## src/hdl/fsbp_pkg.sv

```systemverilog
`default_nettype none
// ----------------------------------------------------------------------------
// fsbp_pkg
// Shared types and constants of the fixed slot buffer pool: slot layout,
// operation codes and result status codes.
// ----------------------------------------------------------------------------
package fsbp_pkg;

   localparam int unsigned POOL_BYTES = 65536;
   localparam int unsigned SLOT_COUNT = 18;
   localparam int unsigned SLOT_IDX_W = $clog2(SLOT_COUNT);
   localparam int unsigned ADDR_W     = 32;
   localparam int unsigned REQ_W      = 17;
   localparam int unsigned OFF_W      = 16;

   localparam logic OP_ALLOCATE = 1'b0;
   localparam logic OP_RELEASE  = 1'b1;

   typedef enum logic [2:0] {
      ST_GRANTED  = 3'd0,
      ST_FALLBACK = 3'd1,
      ST_RELEASED = 3'd2,
      ST_EXTERNAL = 3'd3,
      ST_UNKNOWN  = 3'd4
   } status_type;

   localparam logic [REQ_W-1:0] SLOT_SIZE [SLOT_COUNT] = '{
      17'd256,  17'd256,  17'd256,  17'd256,  17'd256,  17'd256,  17'd256,  17'd256,
      17'd1024, 17'd1024, 17'd1024, 17'd1024, 17'd1024, 17'd1024,
      17'd4096, 17'd4096,
      17'd16384,
      17'd32768
   };

   localparam logic [OFF_W-1:0] SLOT_OFFSET [SLOT_COUNT] = '{
      16'd0,     16'd256,   16'd512,   16'd768,   16'd1024,  16'd1280,  16'd1536,
      16'd1792,  16'd2048,  16'd3072,  16'd4096,  16'd5120,  16'd6144,  16'd7168,
      16'd8192,  16'd12288,
      16'd16384,
      16'd32768
   };

endpackage : fsbp_pkg
`default_nettype wire

```

## src/hdl/fixed_slot_buffer_pool.sv

```systemverilog
`default_nettype none
// ----------------------------------------------------------------------------
// fixed_slot_buffer_pool
// Allocates and releases fixed slots of a 64 KiB pool at csr_pool_base.
// ----------------------------------------------------------------------------
// One transaction is taken every cycle unless req_stall is high, as when the
// input register is full and the result side stalls. A transaction is captured
// in an input register; from there the free flags of all 18 slots are checked
// in parallel (lowest fitting free slot for an allocate, start-address match
// for a release) and the outcome lands in the result register. The free flags
// are updated in the same cycle the transaction moves to the result register,
// so the next transaction always sees them. The user must keep csr_pool_base
// written only while the block is idle (unenforced); csr_ready is always high.
// ----------------------------------------------------------------------------
module fixed_slot_buffer_pool (
   input  wire logic                          clock,
   input  wire logic                          reset,

   input  wire logic                          csr_valid,
   output      logic                          csr_ready,
   input  wire logic [fsbp_pkg::ADDR_W-1:0]   csr_pool_base,

   input  wire logic                          req_valid,
   output      logic                          req_stall,
   input  wire logic                          req_operation,
   input  wire logic [fsbp_pkg::REQ_W-1:0]    req_request_bytes,
   input  wire logic [fsbp_pkg::ADDR_W-1:0]   req_release_address,

   output      logic                          rsp_valid,
   input  wire logic                          rsp_stall,
   output      fsbp_pkg::status_type          rsp_status,
   output      logic [fsbp_pkg::ADDR_W-1:0]   rsp_granted_address
);
   import fsbp_pkg::*;

   logic [ADDR_W-1:0]     pool_base_ff, pool_base_in;
   logic [SLOT_COUNT-1:0] slot_free_ff, slot_free_in;

   logic                  in_valid_ff, in_valid_in;
   logic                  in_op_ff, in_op_in;
   logic [REQ_W-1:0]      in_req_ff, in_req_in;
   logic [ADDR_W-1:0]     in_addr_ff, in_addr_in;

   logic                  out_valid_ff, out_valid_in;
   status_type            out_status_ff, out_status_in;
   logic [ADDR_W-1:0]     out_addr_ff, out_addr_in;

   logic                  advance;
   logic                  accept;
   logic [REQ_W-1:0]      req_sat;
   logic [SLOT_COUNT-1:0] fit_free;
   logic                  grant_hit;
   logic [SLOT_IDX_W-1:0] grant_idx;
   logic [ADDR_W-1:0]     rel_off;
   logic                  rel_external;
   logic                  rel_hit;
   logic [SLOT_IDX_W-1:0] rel_idx;

   assign advance   = !out_valid_ff || !rsp_stall;
   assign req_stall = in_valid_ff && !advance;
   assign accept    = req_valid && !req_stall;
   assign csr_ready = 1'b1;

   // allocate: lowest free slot that fits
   always_comb begin
      req_sat = (in_req_ff > REQ_W'(POOL_BYTES)) ? REQ_W'(POOL_BYTES) : in_req_ff;
      grant_hit = 1'b0;
      grant_idx = '0;
      for (int i = SLOT_COUNT - 1; i >= 0; i--) begin
         fit_free[i] = slot_free_ff[i] && (SLOT_SIZE[i] >= req_sat);
         if (fit_free[i]) begin
            grant_hit = 1'b1;
            grant_idx = SLOT_IDX_W'(i);
         end
      end
   end

   // release: slot start match inside [base, base + POOL_BYTES)
   always_comb begin
      rel_off      = in_addr_ff - pool_base_ff;
      rel_external = (rel_off[ADDR_W-1:OFF_W] != '0);
      rel_hit      = 1'b0;
      rel_idx      = '0;
      for (int i = SLOT_COUNT - 1; i >= 0; i--) begin
         if (rel_off[OFF_W-1:0] == SLOT_OFFSET[i]) begin
            rel_hit = 1'b1;
            rel_idx = SLOT_IDX_W'(i);
         end
      end
   end

   always_comb begin
      pool_base_in  = pool_base_ff;
      slot_free_in  = slot_free_ff;
      in_valid_in   = in_valid_ff;
      in_op_in      = in_op_ff;
      in_req_in     = in_req_ff;
      in_addr_in    = in_addr_ff;
      out_valid_in  = out_valid_ff;
      out_status_in = out_status_ff;
      out_addr_in   = out_addr_ff;

      if (csr_valid && csr_ready) begin
         pool_base_in = csr_pool_base;
      end

      if (advance) begin
         out_valid_in = in_valid_ff;
         out_addr_in  = '0;
         if (in_op_ff == OP_ALLOCATE) begin
            if (grant_hit) begin
               out_status_in = ST_GRANTED;
               out_addr_in   = pool_base_ff + ADDR_W'(SLOT_OFFSET[grant_idx]);
               if (in_valid_ff) begin
                  slot_free_in[grant_idx] = 1'b0;
               end
            end else begin
               out_status_in = ST_FALLBACK;
            end
         end else begin
            if (rel_external) begin
               out_status_in = ST_EXTERNAL;
            end else if (rel_hit) begin
               out_status_in = ST_RELEASED;
               if (in_valid_ff) begin
                  slot_free_in[rel_idx] = 1'b1;
               end
            end else begin
               out_status_in = ST_UNKNOWN;
            end
         end
         in_valid_in = 1'b0;
      end

      if (accept) begin
         in_valid_in = 1'b1;
         in_op_in    = req_operation;
         in_req_in   = req_request_bytes;
         in_addr_in  = req_release_address;
      end
   end

   always_ff @(posedge clock) begin
      if (reset) begin
         pool_base_ff <= '0;
         slot_free_ff <= '1;
         in_valid_ff  <= 1'b0;
         out_valid_ff <= 1'b0;
      end else begin
         pool_base_ff <= pool_base_in;
         slot_free_ff <= slot_free_in;
         in_valid_ff  <= in_valid_in;
         out_valid_ff <= out_valid_in;
      end
   end

   always_ff @(posedge clock) begin
      in_op_ff      <= in_op_in;
      in_req_ff     <= in_req_in;
      in_addr_ff    <= in_addr_in;
      out_status_ff <= out_status_in;
      out_addr_ff   <= out_addr_in;
   end

   assign rsp_valid           = out_valid_ff;
   assign rsp_status          = out_status_ff;
   assign rsp_granted_address = out_addr_ff;

   a_addr_zero_unless_grant : assert property (
      @(posedge clock) disable iff (reset)
      (out_valid_ff && out_status_ff != ST_GRANTED) |-> (out_addr_ff == '0)
   ) else $error("granted address not zero on a non-grant result");

   a_grant_takes_one_slot : assert property (
      @(posedge clock) disable iff (reset)
      (advance && in_valid_ff && in_op_ff == OP_ALLOCATE && grant_hit)
      |=> ($countones(slot_free_ff) + 1 == $past($countones(slot_free_ff)))
   ) else $error("grant did not claim exactly one slot");

   a_release_never_claims : assert property (
      @(posedge clock) disable iff (reset)
      (advance && in_valid_ff && in_op_ff == OP_RELEASE)
      |=> ($countones(slot_free_ff) >= $past($countones(slot_free_ff)))
   ) else $error("release reduced the free slot count");

   a_grant_slot_was_free : assert property (
      @(posedge clock) disable iff (reset)
      (in_valid_ff && in_op_ff == OP_ALLOCATE && grant_hit) |-> slot_free_ff[grant_idx]
   ) else $error("grant selected a slot that is not free");

endmodule : fixed_slot_buffer_pool
`default_nettype wire
```

## config.mk

```make
export PLATFORM = sky130hd
export DESIGN_NAME = fixed_slot_buffer_pool
export DESIGN_NICKNAME = d
export VERILOG_FILES = /design/src/hdl/fsbp_pkg.sv /design/src/hdl/fixed_slot_buffer_pool.sv
export SDC_FILE = /design/constraint.sdc
export NUM_CORES = 1
export LEC_CHECK = 0
export ABC_AREA = 1
export BUFFER_PORTS_ARGS = -buffer_cell sky130_fd_sc_hd__buf_2
export CAP_MARGIN = 25
export CELL_PAD_IN_SITES_DETAIL_PLACEMENT = 1
export CELL_PAD_IN_SITES_GLOBAL_PLACEMENT = 2
export CORE_ASPECT_RATIO = 0.6
export CORE_UTILIZATION = 34
export DETAILED_ROUTE_END_ITERATION = 8
export GPL_ROUTABILITY_DRIVEN = 0
export PLACE_DENSITY = 0.8
export SLEW_MARGIN = 40
export SYNTH_ARGS = -nofsm -noshare
export SYNTH_HDL_FRONTEND = slang
export SYNTH_SLANG_ARGS = --single-unit
```

## constraint.sdc

```tcl
create_clock -name clock -period 5.3 [get_ports clock]
set_input_delay 0.795 -clock clock [delete_from_list [all_inputs] [get_ports clock]]
set_output_delay 0.795 -clock clock [all_outputs]
set_load 0.05 [all_outputs]
```

# Word level (Yosys, flattened, before mapping)
# Memory sizes are Yosys's and may differ from the RTL's.
# Index checks and enable logic that the tools add are counted.
# classes
n_addsub,2
n_lt_le_gt_ge,11
eq_ne,19
muxes,91
bitwise,5
reduce_logical,35
# ops
cell,n
$mux 5,36
$mux 18,6
$eq 16x11->1 const B,4
$eq 16x13->1 const B,4
$mux 1,41
$add 32x16->32,1
$eq 16x10->1 const B,2
$eq 16x12->1 const B,2
$eq 16x14->1 const B,2
$mux 16,2
$sub 32x32->32,1
$logic_and 1x1->1,22
$and 18x18->18,1
$not 18->18,1
$or 18x18->18,1
$ge 11x17->1 const A,1
$ge 13x17->1 const A,1
$ge 15x17->1 const A,1
$ge 16x17->1 const A,1
$ge 9x17->1 const A,1
$gt 17x17->1 const B,1
$mux 17,1
$eq 16x15->1 const B,1
$eq 16x16->1 const B,1
17 further kinds,28
# totals
regBits,137
rom_bits,512
in_bits,87
out_inout_bits,38
word_cells,173
mem_count,1
# mem_list
name,words,width,read_ports,rd_ports_with_merged_regs,wr,line_no,source
(name not given),32,16,1,0,0,fixed_slot_buffer_pool.sv:113,out_addr_in = pool_base_ff + ADDR_W'(SLOT_OFFSET[grant_idx]);

# Longest topological paths before layout
# logic_depth
depth_word,31
depth_mapped,49
mapped_depth_nobuf,49

# Least setup slack after synthesis
# OpenSTA, ideal clock, no wires.
# synth_path
kind,reg2reg
startpoint,register in_req_ff[14]
endpoint,"register out_addr_ff[31] (netlist: rsp_granted_address[31]), data pin"
setup_time_ps,260
arrival_time_ps,4644
t_required_ps,5040
path_slack_ps,396
stages_incl_launch_ff,43
path_buffers,0
period_less_slack_ps,4904
path_cell_list,edfxtp_1 -> nor2_1 -> nand2_1 -> nor2_1 -> nand2_1 -> nand2_2 -> o21ai_0 -> nand2_1 -> nand3_1 -> nand4_1 -> inv_1 -> nand2_1 -> nand2_1 -> nand2_1 -> nand2_1 -> nand2_1 -> nand2_1 -> nand2_1 -> [... 7 more ...] -> nand2_1 -> o21ai_0 -> ha_1 -> nand3_1 -> and2_1 -> o21ai_0 -> a21oi_1 -> o21bai_1 -> a21oi_1 -> nor2_1 -> inv_1 -> nor3_1 -> nand4_1 -> inv_1 -> nand4_1 -> nor2_1 -> and3_1 -> nor3_1
# synth_via
elab_chain_len,27
word_cells_on_any_way,68
classes_between,1 x add/sub; 6 x order compare; 39 x mux; 2 x bitwise; 19 x reduce/logical; 1 x memory
# synth_lines
element,line_no,source
start: declaration,fixed_slot_buffer_pool.sv:41,"logic [REQ_W-1:0] in_req_ff, in_req_in;"
start signal: assignment,fixed_slot_buffer_pool.sv:159,in_req_ff <= in_req_in;
$gt 17x17->1,fixed_slot_buffer_pool.sv:66,req_sat = (in_req_ff > REQ_W'(POOL_BYTES)) ? REQ_W'(POOL_BYTES) : in_req_ff;
$mux 17 *,fixed_slot_buffer_pool.sv:66,
$ge 16x17->1,fixed_slot_buffer_pool.sv:70,fit_free[i] = slot_free_ff[i] && (SLOT_SIZE[i] >= req_sat);
$logic_and 1x1->1,fixed_slot_buffer_pool.sv:70,
$mux 5 (18 in a row),fixed_slot_buffer_pool.sv:71,if (fit_free[i]) begin
$not 5->6 (implied by the code),fixed_slot_buffer_pool.sv:113,
$mem_v2 32x16,--,
$mux 16 (implied by the code) (2 in a row),fixed_slot_buffer_pool.sv:113,
$add 32x16->32,fixed_slot_buffer_pool.sv:113,
end signal: assignment,fixed_slot_buffer_pool.sv:162,out_addr_ff <= out_addr_in;
end: declaration,fixed_slot_buffer_pool.sv:46,"logic [ADDR_W-1:0] out_addr_ff, out_addr_in;"
# Mark *: on every way between the ends. The rest lies on a longest branch, timed or not. The select of a mux whose other input is x is not followed.
# A chain may end at the register's enable or synchronous reset.

# Worst setup path in the final report
# layout_path
startpoint,register in_req_ff[15]
endpoint,"register out_addr_ff[31] (netlist: rsp_granted_address[31]), data pin"
# The elaborated chain is that of the path after synthesis.

==> results_dict.tcl <==
set metrics [dict create \
    status "finished, final reports clean" \
    max_stage_delay_ns 0.40 \
    cts_made_buffers 17 \
    synth-simple-area-share_pct 23.3 \
    yosys.area_share.xor_xnor_pct 3.27 \
    post_dp_cell_area_um2 9450 \
    htree_levels 4 \
    overflow 0 \
    grt_first_pass_wirelength_mm 42.6 \
    syn_to_final_growth_pct 28.8 \
    worstSetupPathType "reg2reg" \
    finalHoldViolations 0 \
    cellPowerDensity_nw_per_um2 304 \
    fin_skew_ns 0.00918 \
    layout_commonest_cell "nand2_1" \
    ant_nets 0 \
    vdd_ir_drop_max_mv 0.218 \
    arrival_ns 5.33 \
    critPathLaunchType "flop" \
    die-area_um2 24700 \
    synth_top_family_by_area "simple AND/OR/NAND/NOR gates" \
    cts_sinks 137 \
    syn_nets 1151 \
    ys_warn_count 0 \
    vias 7671 \
    ys_seq_area_share_pct 43.9 \
    synthAdderAreaFrac_pct 6.21 \
    synth_compound_area_share_pct 15.5 \
    cts_max_path_buffers 2 \
    avgSynthCellArea_um2 7.99 \
    syn_inst 1024 \
    synth_edf_count 85 \
    cts.clk_slew.worst_paths_ns 0.06 \
    synth_ff_type "edfxtp_1" \
    fin_crit_sh_pct 97.4 \
    die_h_um 122 \
    yosysUniqueCellTypes 59 \
    wl_per_cell_um 18.2 \
    async_reset_ff_share_pct 0 \
    endpoint_kind "flop" \
    wl_mm 28.1 \
    fin_crit_ns 5.16 \
    cp_data_required_time_ns 5.47 \
    p_leak_nw 4.73 \
    syn_area_um2 8180 \
    fp.dieW_um 202 \
    final_util_pct 45.2 \
    synth_top_area_share_pct 31.2 \
    grt_pass1_vias 7411 \
    setup-tns-final_ns 0 \
    track_usage_pct 22.9 \
    drt_first_iter_violations 390 \
    crit_top_cell "nor2_2" \
    drcViolationCount 0 \
    grt_max_degree 64 \
    num_antenna_cells 0 \
    firstDrtPassIters 5 \
    rows 43 \
    rsz0062_at_grt "yes" \
    clock_latency_ns 0.43 \
    max_clock_freq_mhz 194 \
    fin_nets 1345 \
    fillers 2873 \
    hold_class "reg2reg" \
    slew_headroom_pct 52.6 \
    maxCapViolations 0 \
    port_buffers 123 \
    layout-drive-gt1-share_pct 28.3 \
    cts_tree "built" \
    clockRootBuffer "clkbuf_16" \
    viasPerCell 4.96 \
    finalSetupViolations 0 \
    fp.coreArea_um2 23300 \
    synthMuxAreaShare_pct 0 \
    final_area_um2 10500 \
    antenna_found_initial 0 \
    crit_fanout 5 \
    cp_slowest_cell "edfxtp_1" \
    hpwlAfterDp_mm 21.4 \
    synth_largest_area_cell "edfxtp_1" \
    drv_slew 0 \
    layout_common_cells "nand2_1 (174), inv_1 (127), buf_2 (123)" \
    synth_seq_cells 137 \
    start_util_pct 35.0 \
    synth_area_leaders "edfxtp_1 (31%), dfxtp_1 (13%), nand2_1 (8.9%), inv_1 (6.4%), ha_1 (6.0%)" \
    pin_count 125 \
    tightest_slew_ns 0.710 \
]
[report_power, final]
group / switching (mW) / internal, mW / leakage [nW]
sequential: 0.0330 / 1.20 / 1.33
combinational: 0.542 / 0.271 / 3.14
clock: 0.509 / 0.645 / 0.261
[per-stage QoR]
step / instances / power [mW] / hold WS (ns) / setup slack [ns]
4_1_cts: 1529 / 3.19 / 0.463 / 0.00676
5_1_grt: 1546 / 3.35 / 0.482 / -0.302
2_1_floorplan: 1024 / 1.76 / 0.423 / 0.396
6_report: 1546 / 3.20 / 0.462 / 0.136
3_5_place_dp: 1487 / 2.01 / 0.450 / -0.257
3_3_place_gp: 1487 / 2.00 / 0.440 / -0.0733
[worst max-delay path, delay by kind of cell (launching register included)]
family                     cells  cell delay [ns]
buffers and inverters          7             0.76
adders and majority gates      1             0.28
DFF                            1             0.40
and+or+nand+nor               24             2.70
AOI/OAI and AO/OA              7             0.74
[synth_stat cells, drive strengths merged, types with 2 or more instances]
| cell type | n |
|---|---|
| or2 | 5 |
| inv | 142 |
| a31oi | 6 |
| nor2 | 125 |
| and3 | 3 |
| o21a | 2 |
| o221ai | 3 |
| ha | 39 |
| a31o | 2 |
| o21ai | 77 |
| xnor2 | 13 |
| nand4 | 23 |
| a21boi | 5 |
| o21bai | 7 |
| clkinv | 2 |
| o211ai | 2 |
| nor3b | 5 |
| and2 | 2 |
| o31ai | 6 |
| a21o | 8 |
| xor2 | 15 |
| edfxtp | 85 |
| clkbuf | 13 |
| nand2 | 203 |
| a21oi | 96 |
| nor4 | 2 |
| nor3 | 22 |
| nand3 | 43 |
| buf | 6 |
| dfxtp | 52 |
[sequential cells by signal (all words and copies together), names as in the netlist]
name                 flops
in_addr_ff              32
pool_base_ff            32
rsp_granted_address     32
slot_free_ff            18
in_req_ff               17
rsp_status               3
in_op_ff                 1
in_valid_ff              1
rsp_valid                1
[cells by family after synthesis]
kind of cell,Yosys count
other cells,1
buf+inv,163
flops,137
compound gates,219
xor+xnor,28
fa+ha+maj,40
simple gates,436
[final timing paths]
path / from / end / slack [ns] / depth (start not counted)
setup / recovery: in_req_ff[15] / rsp_granted_address[31] / 0.14 / 39
hold / removal: slot_free_ff[9] / slot_free_ff[9] / 0.46 / 2
setup reg to reg: in_req_ff[15] / rsp_granted_address[31] / 0.14 / 39
hold reg to reg: slot_free_ff[9] / slot_free_ff[9] / 0.46 / 2
[cell type report]
| type | count | area (um2) | share of cell area, % |
|---|---|---|---|
| Inverter | 144 | 544 | 5.16 |
| Sequential cell | 137 | 3590 | 34.1 |
| Tap cell | 315 | 394 | 3.74 |
| Clock buffer | 17 | 425 | 4.04 |
| Clock inverter | 15 | 126 | 1.20 |
| Multi-Input combinational cell | 724 | 4290 | 40.7 |
| Timing Repair Buffer | 194 | 1170 | 11.1 |
[timing repair]
item,CTS,global route
setup buffers,10,19
setup endpoints to repair,5,10
hold buffers,0,0
gates resized for setup,18,87
pin swaps,5,55
[metal layers]
metal	global-route usage [%]	vias to the layer above	share of wire [%]
met5	0	-	0
met4	4.51	0	0.71
met3	4.76	19	5.5
met2	30.2	174	38
met1	37.0	3646	55
li1	-	3832	-
Power figures use the tool's default switching activity.
